==> src/dq_pkg.sv <==
`timescale 1ns / 1ps
package dq_pkg;

  // Queue geometry
  localparam int unsigned Depth = 16;
  localparam int unsigned IdxW  = $clog2(Depth);
  localparam int unsigned CntW  = $clog2(Depth + 1);
  localparam int unsigned DataW = 32;

  // Command codes
  typedef enum logic [2:0] {
    CMD_PUSH_FRONT = 3'd0,
    CMD_PUSH_BACK  = 3'd1,
    CMD_POP_FRONT  = 3'd2,
    CMD_POP_BACK   = 3'd3,
    CMD_LIST       = 3'd4
  } cmd_e;

  // Result status codes
  typedef enum logic [1:0] {
    STS_OK    = 2'd0,
    STS_EMPTY = 2'd1,
    STS_FULL  = 2'd2
  } status_e;

  // What every cell of the row does this cycle
  typedef enum logic [2:0] {
    CELL_HOLD,
    CELL_SHIFT_RIGHT,
    CELL_SHIFT_LEFT,
    CELL_ROTATE,
    CELL_LOAD_BACK
  } cell_op_e;

  typedef struct packed {
    cell_op_e          op;
    logic [CntW-1:0]   count;
    logic [DataW-1:0]  value;
  } cell_ctrl_t;

  typedef struct packed {
    logic [2:0]               cmd;
    logic signed [DataW-1:0]  value;
  } in_t;

  typedef struct packed {
    logic [1:0]               status;
    logic signed [DataW-1:0]  item;
    logic [CntW-1:0]          occupancy;
    logic                     last;
  } out_t;

endpackage

==> src/dq_cell.sv <==
`timescale 1ns / 1ps
module dq_cell (
  input  logic                          clk_i,
  input  logic [dq_pkg::IdxW-1:0]       idx_i,
  input  dq_pkg::cell_ctrl_t            ctrl_i,
  input  logic [dq_pkg::DataW-1:0]      left_i,
  input  logic [dq_pkg::DataW-1:0]      right_i,
  input  logic [dq_pkg::DataW-1:0]      head_i,
  output logic [dq_pkg::DataW-1:0]      data_o
);

  localparam int unsigned CntW = dq_pkg::CntW;

  logic [dq_pkg::DataW-1:0] data_q, data_d;
  logic [CntW-1:0]          idx_ext;
  logic                     is_tail;
  logic                     is_free;

  // Locate this cell against the current fill level
  assign idx_ext = CntW'(idx_i);
  assign is_tail = (idx_ext + CntW'(1)) == ctrl_i.count;
  assign is_free = idx_ext == ctrl_i.count;

  // Select the next value from self, a neighbor, the head or the pushed value
  always_comb begin
    case (ctrl_i.op)
      dq_pkg::CELL_HOLD:        data_d = data_q;
      dq_pkg::CELL_SHIFT_RIGHT: data_d = left_i;
      dq_pkg::CELL_SHIFT_LEFT:  data_d = right_i;
      dq_pkg::CELL_ROTATE:      data_d = is_tail ? head_i : right_i;
      dq_pkg::CELL_LOAD_BACK:   data_d = is_free ? ctrl_i.value : data_q;
      default:                  data_d = data_q;
    endcase
  end

  always_ff @(posedge clk_i) begin
    data_q <= data_d;
  end

  assign data_o = data_q;

endmodule

==> src/double_ended_queue_core.sv <==
`timescale 1ns / 1ps
// Bounded double-ended queue of 16 signed 32-bit values, held in a row of cells with the
// front element always in the first cell. Push front and pop front shift the whole row by
// one place, push back loads the cell just past the tail, and pop back reads the tail
// cell; each of these yields one transaction on the output. A list command rotates the
// occupied cells through the head once, one element per cycle while the output register is
// free, with one transaction per element, and leaves the order unchanged; the last
// transaction of a list carries last = 1. A single output register holds the pending
// result: a new command is taken while that register is empty or being drained, so
// commands other than list sustain one per cycle. Pushing onto a full queue returns
// status full and changes nothing; popping or listing an empty queue returns status
// empty. Occupancy gives the element count after the command.
module double_ended_queue_core (
  input  logic          clk_i,
  input  logic          rst_ni,
  input  logic          in_valid_i,
  output logic          in_ready_o,
  input  dq_pkg::in_t   in_data_i,
  output logic          out_valid_o,
  input  logic          out_ready_i,
  output dq_pkg::out_t  out_data_o
);

  localparam int unsigned Depth = dq_pkg::Depth;
  localparam int unsigned IdxW  = dq_pkg::IdxW;
  localparam int unsigned CntW  = dq_pkg::CntW;
  localparam int unsigned DataW = dq_pkg::DataW;

  typedef enum logic {
    ST_IDLE,
    ST_LIST
  } state_e;

  state_e             state_q, state_d;
  logic [CntW-1:0]    count_q, count_d;
  logic [CntW-1:0]    remain_q, remain_d;
  logic               out_valid_q, out_valid_d;
  dq_pkg::out_t       out_q, out_d;

  dq_pkg::cell_ctrl_t ctrl;
  dq_pkg::cell_op_e   cell_op;
  logic [DataW-1:0]   cell_data [Depth];
  logic [DataW-1:0]   head_data;
  logic [DataW-1:0]   tail_data;
  logic [IdxW-1:0]    tail_idx;
  logic               out_free;
  logic               accept;
  logic               is_full;
  logic               is_empty;

  assign out_free   = !out_valid_q || out_ready_i;
  assign in_ready_o = (state_q == ST_IDLE) && out_free;
  assign accept     = in_valid_i && in_ready_o;
  assign is_full    = count_q == CntW'(Depth);
  assign is_empty   = count_q == '0;
  assign head_data  = cell_data[0];
  assign tail_idx   = IdxW'(count_q - CntW'(1));
  assign tail_data  = cell_data[tail_idx];

  // Decode the command and schedule the cell row
  always_comb begin
    cell_op     = dq_pkg::CELL_HOLD;
    count_d     = count_q;
    remain_d    = remain_q;
    state_d     = state_q;
    out_valid_d = out_valid_q && !out_ready_i;
    out_d       = out_q;

    if (accept) begin
      out_valid_d     = 1'b1;
      out_d.status    = dq_pkg::STS_OK;
      out_d.item      = '0;
      out_d.last      = 1'b1;
      case (in_data_i.cmd)
        dq_pkg::CMD_PUSH_FRONT, dq_pkg::CMD_PUSH_BACK: begin
          if (is_full) begin
            out_d.status = dq_pkg::STS_FULL;
          end else begin
            cell_op = (in_data_i.cmd == dq_pkg::CMD_PUSH_FRONT) ?
                      dq_pkg::CELL_SHIFT_RIGHT : dq_pkg::CELL_LOAD_BACK;
            count_d = count_q + CntW'(1);
          end
        end
        dq_pkg::CMD_POP_FRONT: begin
          if (is_empty) begin
            out_d.status = dq_pkg::STS_EMPTY;
          end else begin
            cell_op    = dq_pkg::CELL_SHIFT_LEFT;
            out_d.item = head_data;
            count_d    = count_q - CntW'(1);
          end
        end
        dq_pkg::CMD_POP_BACK: begin
          if (is_empty) begin
            out_d.status = dq_pkg::STS_EMPTY;
          end else begin
            out_d.item = tail_data;
            count_d    = count_q - CntW'(1);
          end
        end
        dq_pkg::CMD_LIST: begin
          if (is_empty) begin
            out_d.status = dq_pkg::STS_EMPTY;
          end else begin
            cell_op    = dq_pkg::CELL_ROTATE;
            out_d.item = head_data;
            out_d.last = count_q == CntW'(1);
            remain_d   = count_q - CntW'(1);
            if (count_q != CntW'(1)) begin
              state_d = ST_LIST;
            end
          end
        end
        default: begin
        end
      endcase
      out_d.occupancy = count_d;
    end else if (state_q == ST_LIST && out_free) begin
      // Advance the rotation by one element
      cell_op         = dq_pkg::CELL_ROTATE;
      out_valid_d     = 1'b1;
      out_d.status    = dq_pkg::STS_OK;
      out_d.item      = head_data;
      out_d.occupancy = count_q;
      out_d.last      = remain_q == CntW'(1);
      remain_d        = remain_q - CntW'(1);
      if (remain_q == CntW'(1)) begin
        state_d = ST_IDLE;
      end
    end
  end

  assign ctrl.op    = cell_op;
  assign ctrl.count = count_q;
  assign ctrl.value = in_data_i.value;

  // Row of storage cells, front at index zero
  for (genvar g = 0; g < Depth; g++) begin : g_cell
    logic [DataW-1:0] left_data;
    logic [DataW-1:0] right_data;
    if (g == 0) begin : g_first
      assign left_data = in_data_i.value;
    end else begin : g_mid_l
      assign left_data = cell_data[g-1];
    end
    if (g == Depth - 1) begin : g_lastc
      assign right_data = head_data;
    end else begin : g_mid_r
      assign right_data = cell_data[g+1];
    end
    dq_cell u_cell (
      .clk_i   (clk_i),
      .idx_i   (IdxW'(g)),
      .ctrl_i  (ctrl),
      .left_i  (left_data),
      .right_i (right_data),
      .head_i  (head_data),
      .data_o  (cell_data[g])
    );
  end

  // Hold control state and the output register
  always_ff @(posedge clk_i or negedge rst_ni) begin
    if (!rst_ni) begin
      state_q     <= ST_IDLE;
      count_q     <= '0;
      remain_q    <= '0;
      out_valid_q <= 1'b0;
      out_q       <= '0;
    end else begin
      state_q     <= state_d;
      count_q     <= count_d;
      remain_q    <= remain_d;
      out_valid_q <= out_valid_d;
      out_q       <= out_d;
    end
  end

  assign out_valid_o = out_valid_q;
  assign out_data_o  = out_q;

endmodule

==> config.mk <==
export PLATFORM = sky130hd
export DESIGN_NAME = double_ended_queue_core
export DESIGN_NICKNAME = d
export VERILOG_FILES = /design/src/dq_pkg.sv /design/src/dq_cell.sv /design/src/double_ended_queue_core.sv
export SDC_FILE = /design/constraint.sdc
export NUM_CORES = 1
export LEC_CHECK = 0
export BUFFER_PORTS_ARGS = -buffer_cell sky130_fd_sc_hd__clkbuf_2
export CELL_PAD_IN_SITES_DETAIL_PLACEMENT = 1
export CELL_PAD_IN_SITES_GLOBAL_PLACEMENT = 2
export CORE_MARGIN = 8
export CORE_UTILIZATION = 43
export DETAILED_ROUTE_END_ITERATION = 7
export PLACE_DENSITY = 0.81
export SYNTH_ARGS = -nofsm -noshare
export SYNTH_HDL_FRONTEND = slang
export SYNTH_SLANG_ARGS = --single-unit
==> constraint.sdc <==
create_clock -name clk_i -period 6.23 [get_ports clk_i]
set_clock_uncertainty 0.15 [all_clocks]
set_input_delay 0.3115 -clock clk_i [delete_from_list [all_inputs] [get_ports clk_i]]
set_output_delay 0.3115 -clock clk_i [all_outputs]
set_load 0.02 [all_outputs]
* Yosys cells after proc, flatten, opt, wreduce, memory -nomap -nowiden
Cells that the tools add are included.
** Word-level totals
- Register bits :: 564
- Input port bits :: 39
- Output and inout bits :: 42
** Cells by class
- $add $sub $neg :: 3
- Magnitude comparators :: 1
- Eq/ne operators :: 47
- Multiplexer cells :: 82
- Bitwise logic cells :: 2
- Reduce and logical (&&, ||, !) cells :: 36
** Operators by type and width (number)
- one-hot mux 32 bit (4 select lines) :: 15
- 2-to-1 mux 32 bit :: 35
- binary-select mux 32 bit (select 4 bit) :: 1
- one-hot mux 32 bit (3 select lines) :: 1
- 2-to-1 mux 40 bit :: 2
- one-hot mux 32 bit (2 select lines) :: 1
- equality test 4 x 5 -> 1 bit (first input constant) :: 8
- != test 2 x 1 -> 1 bit (second input constant) :: 18
- 2-to-1 mux 5 bit :: 6
- AND reduction 2 bit :: 15
- equality test 3 x 5 -> 1 bit (first input constant) :: 4
- equality test 3 x 2 -> 1 bit (second input constant) :: 4
- 2-to-1 mux 1 bit :: 11
- equality test 2 x 5 -> 1 bit (first input constant) :: 2
- equality test 5 x 1 -> 1 bit (second input constant) :: 2
- one-hot mux 5 bit (2 select lines) :: 1
- subtractor 5 x 1 -> 5 bit (second input constant) :: 2
- 2-to-1 mux 3 bit :: 3
- one-hot mux 3 bit (3 select lines) :: 1
- 2-to-1 mux 2 bit :: 4
- OR reduction 2 bit :: 4
- equality test 3 x 1 -> 1 bit (second input constant) :: 2
- equality test 3 bit (second input constant) :: 2
- AND reduction 3 bit :: 2
- other kinds (19) :: 25

* Longest topological paths before layout
Gate-level depths: netlist of the first run.
- Depth after elaboration :: 9
- Depth in mapped cells :: 15
- Gate-level depth less buffers :: 8

* Modules after synthesis
Synthesis of the first run repeated with hierarchy kept, for this count alone.
** Second synthesis, totals
- Cell total of the unflattened synthesis :: 5448
- Area, all modules :: 46125.5 um^2
** By module, submodules not included
- dq_cell (g_cell[10].u_cell ...) :: times used 15, cells an instance 310, area an instance 2477.4 um^2
- double_ended_queue_core :: times used 1, cells an instance 553, area an instance 6647.6 um^2
- dq_cell (g_cell[0].u_cell) :: times used 1, cells an instance 245, area an instance 2317.2 um^2

* Least setup slack after synthesis of the first run
No wires, ideal clock.
- Path type :: register -> register
- Start :: register count_q[0]
- End :: register g_cell[0].u_cell.data_q (netlist bit g_cell[0].u_cell.data_o[0]) (enable)
- Library setup time :: 0.470 ns
- Data arrival time :: 4.966 ns
- Path slack :: 0.644 ns
- Cell stages (with the launch flop) :: 14
- Buffers on the path :: 7
- Period minus slack after synthesis :: 5.586 ns
- Cell sequence :: dfrtp_1 > buf_2 > buf_2 > buf_2 > buf_2 > inv_1 > ha_1 > nor4bb_4 > or3_1 > nor2_1 > buf_4 > buf_2 > buf_2 > a211oi_1
** Between the ends
- Longest elaborated chain between the ends :: 7
- Elaborated cells on any way between the ends :: 16
- Classes of those cells :: eq/ne: 8; mux: 5; reduce/logical: 3
** Ends and longest elaborated chain
- from (decl) :: RTL line double_ended_queue_core.sv:35 : logic [CntW-1:0] count_q, count_d;
- from (signal assigned) :: RTL line double_ended_queue_core.sv:172 : count_q <= count_d;
- equality test 5 bit or zero test 5 bit (tied branches) :: RTL line double_ended_queue_core.sv:54, dq_cell.sv:22, double_ended_queue_core.sv:55
- 2-to-1 mux 3 bit (tied with other cells) :: RTL line double_ended_queue_core.sv:76 : if (is_full) begin
- one-hot mux 3 bit (3 select lines) :: RTL line double_ended_queue_core.sv:74 : case (in_data_i.cmd)
- 2-to-1 mux 3 bit :: RTL line double_ended_queue_core.sv:69 : if (accept) begin
- equality test 3 bit (tied with other cells) :: RTL line dq_cell.sv:26 : case (ctrl_i.op)
- != test 2 x 1 -> 1 bit (no source line) (tied with other cells)
- AND reduction 3 bit (no source line) *
- to (signal assigned) :: RTL line dq_cell.sv:37 : data_q <= data_d;
- to (decl) :: RTL line dq_cell.sv:14 : logic [dq_pkg::DataW-1:0] data_q, data_d;
Mark *: on every way between the ends. The rest lies on a longest branch, timed or not.
A chain may end at the register's enable or synchronous reset.

* Worst setup path in the final report of the first run
- Start :: register count_q[2]
- End :: register g_cell[4].u_cell.data_q (netlist bit g_cell[4].u_cell.data_o[31]) (data pin)
** Between the ends
- Longest elaborated chain between the ends :: 6
- Elaborated cells on any way between the ends :: 14
- Classes of those cells :: eq/ne: 6; mux: 7; reduce/logical: 1
** Ends and longest elaborated chain (RTL line)
- equality test 5 bit or zero test 5 bit (tied branches) :: double_ended_queue_core.sv:54, double_ended_queue_core.sv:55
- 2-to-1 mux 3 bit (tied with other cells) :: double_ended_queue_core.sv:76
- one-hot mux 3 bit (3 select lines) :: double_ended_queue_core.sv:74
- 2-to-1 mux 3 bit :: double_ended_queue_core.sv:69
- equality test 3 bit (tied with other cells) :: dq_cell.sv:26
- one-hot mux 32 bit (4 select lines) * :: dq_cell.sv:26
- net g_cell[4].u_cell.data_d, one bit :: dq_cell.sv:14
- to (signal assigned) :: dq_cell.sv:37
- to (decl) :: dq_cell.sv:14
The timed path passes the listed nets; every way through them passes the cells marked *.

==> results of run 1 <==
[metal layers]
layer  part of all wire [%]  vias to the layer above  GRT usage [%]
li1                       -                    11400              -
met5                 0.0096                        -              0
met2                     45                     1962           47.6
met3                     12                      405           6.57
met4                    4.6                        2           13.0
met1                     39                    14400           42.1
[what timing repair did]
action,CTS,global route
endpoints found under the setup margin,0,0
hold buffers,36,0
hold endpoints to repair,77,0
buffers inserted,0,0
[final timing paths]
check | end | slack (ps)
min in group asynchronous | out_data_o[30] | 310
max reg2reg | g_cell[4].u_cell.data_o[31] | 1790
max | g_cell[4].u_cell.data_o[31] | 1790
max in group asynchronous | out_data_o[13] | 4650
min reg2reg | out_data_o[4] | 330
min | state_q | 60
[where the power goes]
group	total (mW)	switching (mW)	internal, mW
clock	4.19	1.71	2.48
sequential	7.60	1.34	6.27
combinational	10.6	6.54	4.04
total	22.4	9.59	12.8
[state kept, by name, summed over array words and instances (netlist names)]
name                  cells
g_cell.u_cell.data_o    512
out_data_o               40
count_q                   5
remain_q                  5
out_valid_o               1
state_q                   1
[Yosys cell counts (all sizes together), types with 2 or more instances]
| cell type | instances | area (um^2) |
|---|---|---|
| a211oi | 2 | 20.0 |
| a2bb2oi | 32 | 280 |
| nor3 | 5 | 40.0 |
| dfrtp | 52 | 1300 |
| ha | 8 | 100 |
| nand3b | 2 | 15.0 |
| xnor2 | 6 | 52.6 |
| mux2 | 67 | 754 |
| a22oi | 448 | 3360 |
| nor2b | 7 | 43.8 |
| and3 | 2 | 12.5 |
| edfxtp | 512 | 15400 |
| nor4b | 2 | 32.5 |
| a21o | 14 | 143 |
| or3 | 4 | 25.0 |
| nand2 | 121 | 454 |
| nor3b | 2 | 15.0 |
| and2 | 3 | 18.8 |
| nand4 | 2 | 12.5 |
| mux4 | 128 | 2880 |
| inv | 41 | 154 |
| clkbuf | 155 | 582 |
| a221oi | 32 | 280 |
| nand3 | 9 | 45.0 |
| o31ai | 2 | 15.0 |
| buf | 181 | 1060 |
| nand2b | 5 | 31.3 |
| or4b | 2 | 20.0 |
| a21oi | 537 | 2800 |
| o21ai | 44 | 220 |
| a22o | 4 | 35.0 |
| o22ai | 3 | 18.8 |
| nor2 | 511 | 1920 |
| a222oi | 32 | 320 |
[critical path: stages, from the launching register on]
cell     delay (ps)
dfrtp_1         850
nor4b_4         130
nor3_2          470
and3_2         1020
a21o_2          770
buf_4           490
a22oi_1         170
a21oi_1         200
[kinds of logic after synthesis]
kind of cell / share of synthesized area [%]
AOI/OAI and AO/OA: 23.2
and+or+nand+nor: 8.35
DFF: 51.3
buffers and inverters: 5.51
muxes: 11.2
adders and majority gates: 0.308
xor gates and xnor gates: 0.188
[area by class of cell]
class	count	share of cell area, %
multi-input combinational	2045	40.0
clock buffer	98	5.39
timing repair buffer	185	3.72
tap	978	3.38
sequential	564	46.1
clock inverter	29	0.972
inverter	41	0.426
==> results.md, run 1 <==
- Status: complete, no violations
- Yosys cell types: between 50 and 60
- First-pass GRT wire length: 197000 um
- Synth Warn #: 0
- Initial antenna violation count: 2
- Endpoints failing hold: 0
- Total GRT Usage: 30.9%
- Area Overhead vs Synth: 11.2%
- Post-Syn Instances: 2986
- Finished Cell Area: 36200 um^2
- Antenna-violating nets left: 0
- Worst-path clk slew: 60 ps
- TNS Setup: 0 ps
- Non-Filler Instances: 3940
- Vias in the first global route: 28300
- Drc violations: 0
- Req. time, crit path: 6530 ps
- Syn Area/Cell: 10.9 um^2
- Min cycle time layout: around 4400 ps
- Final setup vio count: 0
- Pre-CTS WS: 1980 ps
- WHS: 61.3 ps
- Footprint of the multi-input gates: 14500 um^2
- Area of the die: approximately 85000 um^2
- Critical Path End Type: flop
- CP Class: reg2reg
- Root cell of the clock tree: clkbuf_16
- Placed Area: around 34000 um^2
- Cells on worst reg2reg path: 7
- Yosys reg bits: between 500 and 600
- Rows: 101
- DRT Wirelength: 136000 um
- RSZ-0062 raised after global routing: false
- Most common cell after layout, fill and taps aside: edfxtp_1
- Hold Crit Class: in2reg
- DP Wirelength: 73600 um
- Gpl congestion: between 0.8 and 0.9
- Seq/Total Area, Yosys: 51.3%
- Syn nets: 3033
- CTS Buf Count: 69
- Layout Nets: 2953
- Placed Cells incl. Taps: 3777
- Most frequent cells in the layout: edfxtp_1 (512), nor2_1 (495), a21oi_1 (490), a22oi_1 (448), mux4_2 (128)
- Worst VDD drop: 0.000443 V
- Routed vias/inst: 7.15
- CTS tree: done
- CTS Sinks: 564
- Final worst slack: 1790 ps
- Startpoint types: flop
- H-tree lvl count: 3
- FF-to-FF Start: count_q[2]
- Pwr per Cell Area: 619 nW/um^2
- Main synth FF type: edfxtp_1
- Die height: 291 um
- F_max: between 200 and 250 MHz
- Via count: 28200
- Port bufs: 80
- Core ar.: 75400 um^2
- Critical Path Source: count_q[2]
- Async set-reset flop share out of synthesis: 9.22%
- Syn Std Cell Area: 32500 um^2
- Final worst path period share: 71.2%
- Layout cells sized above 1: between 10% and 20%
- Resized Gates After CTS: 0
- Post-synth EDFFs: 512
- Register area: 16700 um^2
- Fillers: around 8000
- Maxcap violations: 0
- IO Pins: 81
- Clk_lat worst skew: 620 ps
- Crit path DAT: 4740 ps
- Clock buffer depth: 3
- Largest net degree at the start of global routing: roughly 180
- Pins Over Slew Limit: 0
- Total power: 22.4 mW
- Drt first-iter violations: 4210
- Diodes inserted: 0
- Total gr overflow: 0
- Leakage power: 11.8 nW
- Hold path cells: 3
- Final Util: 47.9%
- Per-cell routed wire length: between 30 and 40 um
- Max_slew headroom: 17.7%
- Die width: 291 um
- Max FO, Critical Path: 29
- DR pass1 iterations: 6
- Starting Density: 43.1%
- Hold_sp: in_data_i[34]
- Slew @ Worst Pin: around 1200 ps
No activity file was read; power rests on OpenSTA's default activity.
==> inputs of run 2 (changes only) <==
--- a/config.mk
+++ b/config.mk
@@ -5,13 +5,14 @@
 export SDC_FILE = /design/constraint.sdc
 export NUM_CORES = 1
 export LEC_CHECK = 0
+export ABC_AREA = 1
 export BUFFER_PORTS_ARGS = -buffer_cell sky130_fd_sc_hd__clkbuf_2
 export CELL_PAD_IN_SITES_DETAIL_PLACEMENT = 1
 export CELL_PAD_IN_SITES_GLOBAL_PLACEMENT = 2
 export CORE_MARGIN = 8
-export CORE_UTILIZATION = 43
+export CORE_UTILIZATION = 33
 export DETAILED_ROUTE_END_ITERATION = 7
-export PLACE_DENSITY = 0.81
+export PLACE_DENSITY = 0.77
 export SYNTH_ARGS = -nofsm -noshare
 export SYNTH_HDL_FRONTEND = slang
 export SYNTH_SLANG_ARGS = --single-unit
==> constraint.sdc (replaced) <==
create_clock -name clk_i -period 3.85 [get_ports clk_i]
set_clock_uncertainty 0.15 [all_clocks]
set_input_delay 0.1925 -clock clk_i [delete_from_list [all_inputs] [get_ports clk_i]]
set_output_delay 0.1925 -clock clk_i [all_outputs]
set_load 0.02 [all_outputs]
==> run 2 against run 1 <==
Combinational power grew 120%. Core utilization fell by 11 points. Total power grew 96%.
==> results.md, run 2 <==
- Status: complete, no violations
- Area Overhead vs Synth: 10.3%
- Async set-reset flop share out of synthesis: 9.22% (unchanged)
- Post-synth EDFFs: 512 (unchanged)
- CTS Buf Count: 78 (+13%)
- Synth Warn #: 0 (unchanged)
- Seq/Total Area, Yosys: 38.8% (-12 points)
- Top cells by count, synth: nand2_1 (2093), nand3_1 (1420), edfxtp_1 (512)
- CP Cell Sequence: inv_1 -> ha_4 -> inv_1 -> nor2_1 -> nand2_2 -> nand2_1 -> nand2_1 -> nand2_8 -> buf_4 -> buf_4 -> nand4_1 -> nand3_1
- Drt first-iter violations: 4707 (+12%)
- Count leader, synth: nand2_1
- Total gr overflow: 0 (unchanged)
- Yosys reg bits: 564 (unchanged)
- IO Pins: 81 (unchanged)
- Crit path max-delay family: buffers and inverters
- CTS tree: done
- Finished Cell Area: 47400 um^2 (+31%)
- DR pass1 iterations: 5 (-1)
- Rows: 132 (+31%)
- Area of the die: 142000 um^2 (+68%)
- Syn nets: 6412 (+110%)
- DRT Wirelength: 209000 um (+53%)
- Final worst path period share: 95.6% (+24 points)
- Crit path largest cell delay: 800 ps (-220 ps)
- Gpl congestion: 0.797 (-4.5%)
- CTS Sinks: 564 (unchanged)
- First-pass GRT wire length: 313000 um (+59%)
- Max FO, Critical Path: 64 (+120%)
- Root cell of the clock tree: clkbuf_16
- Antenna-violating nets left: 0 (unchanged)
- # Post-CTS Setup Buffers: 0 (unchanged)
- H-tree lvl count: 3 (unchanged)
- Placed Area: 44400 um^2 (+33%)
- Startpoint types: flop
- Diodes inserted: 0 (unchanged)
- Port bufs: 80 (unchanged)
- Initial antenna violation count: 8 (+6)
- Slew @ Worst Pin: 1330 ps (+99.3 ps)
- Main area contributors after synthesis: edfxtp_1 (36%), nand2_1 (18%), nand3_1 (17%)
- TNS Setup: 0 ps (unchanged)
- Starting Density: 33.2% (-9.9 points)
- Die height: 377 um (+30%)
- Syn Area/Cell: 6.76 um^2 (-38%)
- Drc violations: 0 (unchanged)
- Largest net degree at the start of global routing: 175 (-0.57%)
- Min cycle time layout: 3680 ps (-754 ps)
- Routed vias/inst: 5.96 (-17%)
- Worst VDD drop: 0.00100 V (+130%)
- Layout Nets: 6124 (+110%)
- Vias in the first global route: 47600 (+68%)
- RSZ-0062 raised after global routing: false
- F_max: 272 MHz (+20%)
- Most frequent cells in the layout: nand2_1 (2075), nand3_1 (1420), edfxtp_1 (512), inv_1 (493), nand4_1 (450)
- Worst Path Buf+Inv: 4 (+3)
- Synth area leader: edfxtp_1
- Post-Syn Instances: 6365 (+110%)
- Worst-path clk slew: 60 ps (about the same)
- Maxcap violations: 0 (unchanged)
- Leakage power: 21.9 nW (+85%)
- Per-cell routed wire length: 26.5 um (-23%)
- Yosys cell types: 34 (-35%)
- Die width: 377 um (+30%)
- Hold Crit Class: in2async
- Endpoints failing hold: 0 (unchanged)
- Synth top area share: 35.8% (-12 points)
- Clock buffer depth: 3 (unchanged)
- Req. time, crit path: 4210 ps (-2320 ps)
- Pins Over Slew Limit: 0 (unchanged)
- CP Class: reg2reg
- Final setup vio count: 0 (unchanged)
- Total GRT Usage: 28.5% (-2.4 points)
- Critical Path End Type: flop
- Most common cell after layout, fill and taps aside: nand2_1
- Main synth FF type: edfxtp_1
- DP Wirelength: 112000 um (+52%)
- Max reg flops: 512 (unchanged)
- Clk_lat worst skew: 670 ps (+50 ps)
- Layout cells sized above 1: 7.71% (-10 points)
- Core ar.: 129000 um^2 (+72%)
- Crit path DAT: 4040 ps (-700 ps)
- Pwr per Cell Area: 924 nW/um^2 (+49%)
- Via count: 46900 (+67%)
- Crit-path slowest cell: buf_4
- Max_slew headroom: 11.2% (-6.4 points)
- Syn Std Cell Area: 43000 um^2 (+32%)
run 2: cell types whose count changed in the layout (fill, tap and decap cells not counted), sizes merged, moves of 435 or more:
cell   change
inv      +511
nand2   +1976
a22oi    -448
nand4    +448
a21oi    -435
nand3   +1443
nor2     -455
run 2: stage by stage:
step / util [%] / cells / power [mW] / setup WS, ps / hold slack, ps
floorplan: - / 6365 / 26.7 / 84.5 / -253
global placement: 34.3 / 7700 / 35.2 / 275 / 214
detailed placement: 34.3 / 7700 / 35.7 / 230 / 234
CTS: 36.6 / 7880 / 43.6 / 193 / 53.3
global route: 36.6 / 7880 / 46.5 / 58.4 / 119
finish: 36.6 / 7880 / 43.8 / 169 / 100
run 2: area by class of cell:
cell class	instances	area [um^2]
tap	1742	2180
inverter	557	2120
sequential	564	16700
clock inverter	29	315
clock buffer	112	2310
multi-input combinational	4642	21700
timing repair buffer	234	2160
fill	16300	82100
run 2: final timing paths:
path,startpoint,endpoint,slack (ps),cells after the start
worst min register to register,out_data_o[1],out_data_o[1],340,2
worst min-delay path,rst_ni,out_data_o[16],100,2
max in group asynchronous,rst_ni,count_q[0],2530,3
worst max register to register,count_q[1],g_cell[5].u_cell.data_o[25],170,12
worst max-delay path,count_q[1],g_cell[5].u_cell.data_o[25],170,12
min in group clk_i,in_data_i[32],out_data_o[10],130,5
run 2: cell families after synthesis:
logic type	count (synthesis)	share of synthesized area, %
AND/OR/NAND/NOR	4092	43.3
buffers and inverters	1159	11.3
AO/OA/AOI/OAI	537	6.30
flip-flops	564	38.8
XOR/XNOR	5	0.102
adder cells (fa/ha/maj)	8	0.233
run 2: where the power goes:
group | internal (mW) | switching (mW)
sequential | 10.1 | 2.33
clock | 4.63 | 3.15
combinational | 6.78 | 16.8
run 2: worst register-to-register path: cells and delay by family (launching register included):
kind / cells / cell delay (ps)
buf+inv: 4 / 1610
fa+ha+maj: 1 / 170
flops: 1 / 430
simple gates: 7 / 1160
run 2: repair_timing:
action	4_1_cts	5_1_grt
hold buffers	39	0
setup endpoints to repair	0	11
hold endpoints to repair	74	0
gates resized for setup	0	2
run 2: layer usage:
| layer | vias up | GRT usage [%] | share of wire [%] |
|---|---|---|---|
| li1 | 20900 | - | - |
| met3 | 476 | 3.73 | 6.8 |
| met4 | 0 | 12.9 | 5.1 |
| met2 | 1968 | 46.1 | 45 |
| met5 | - | 0 | 0 |
| met1 | 23600 | 38.0 | 43 |
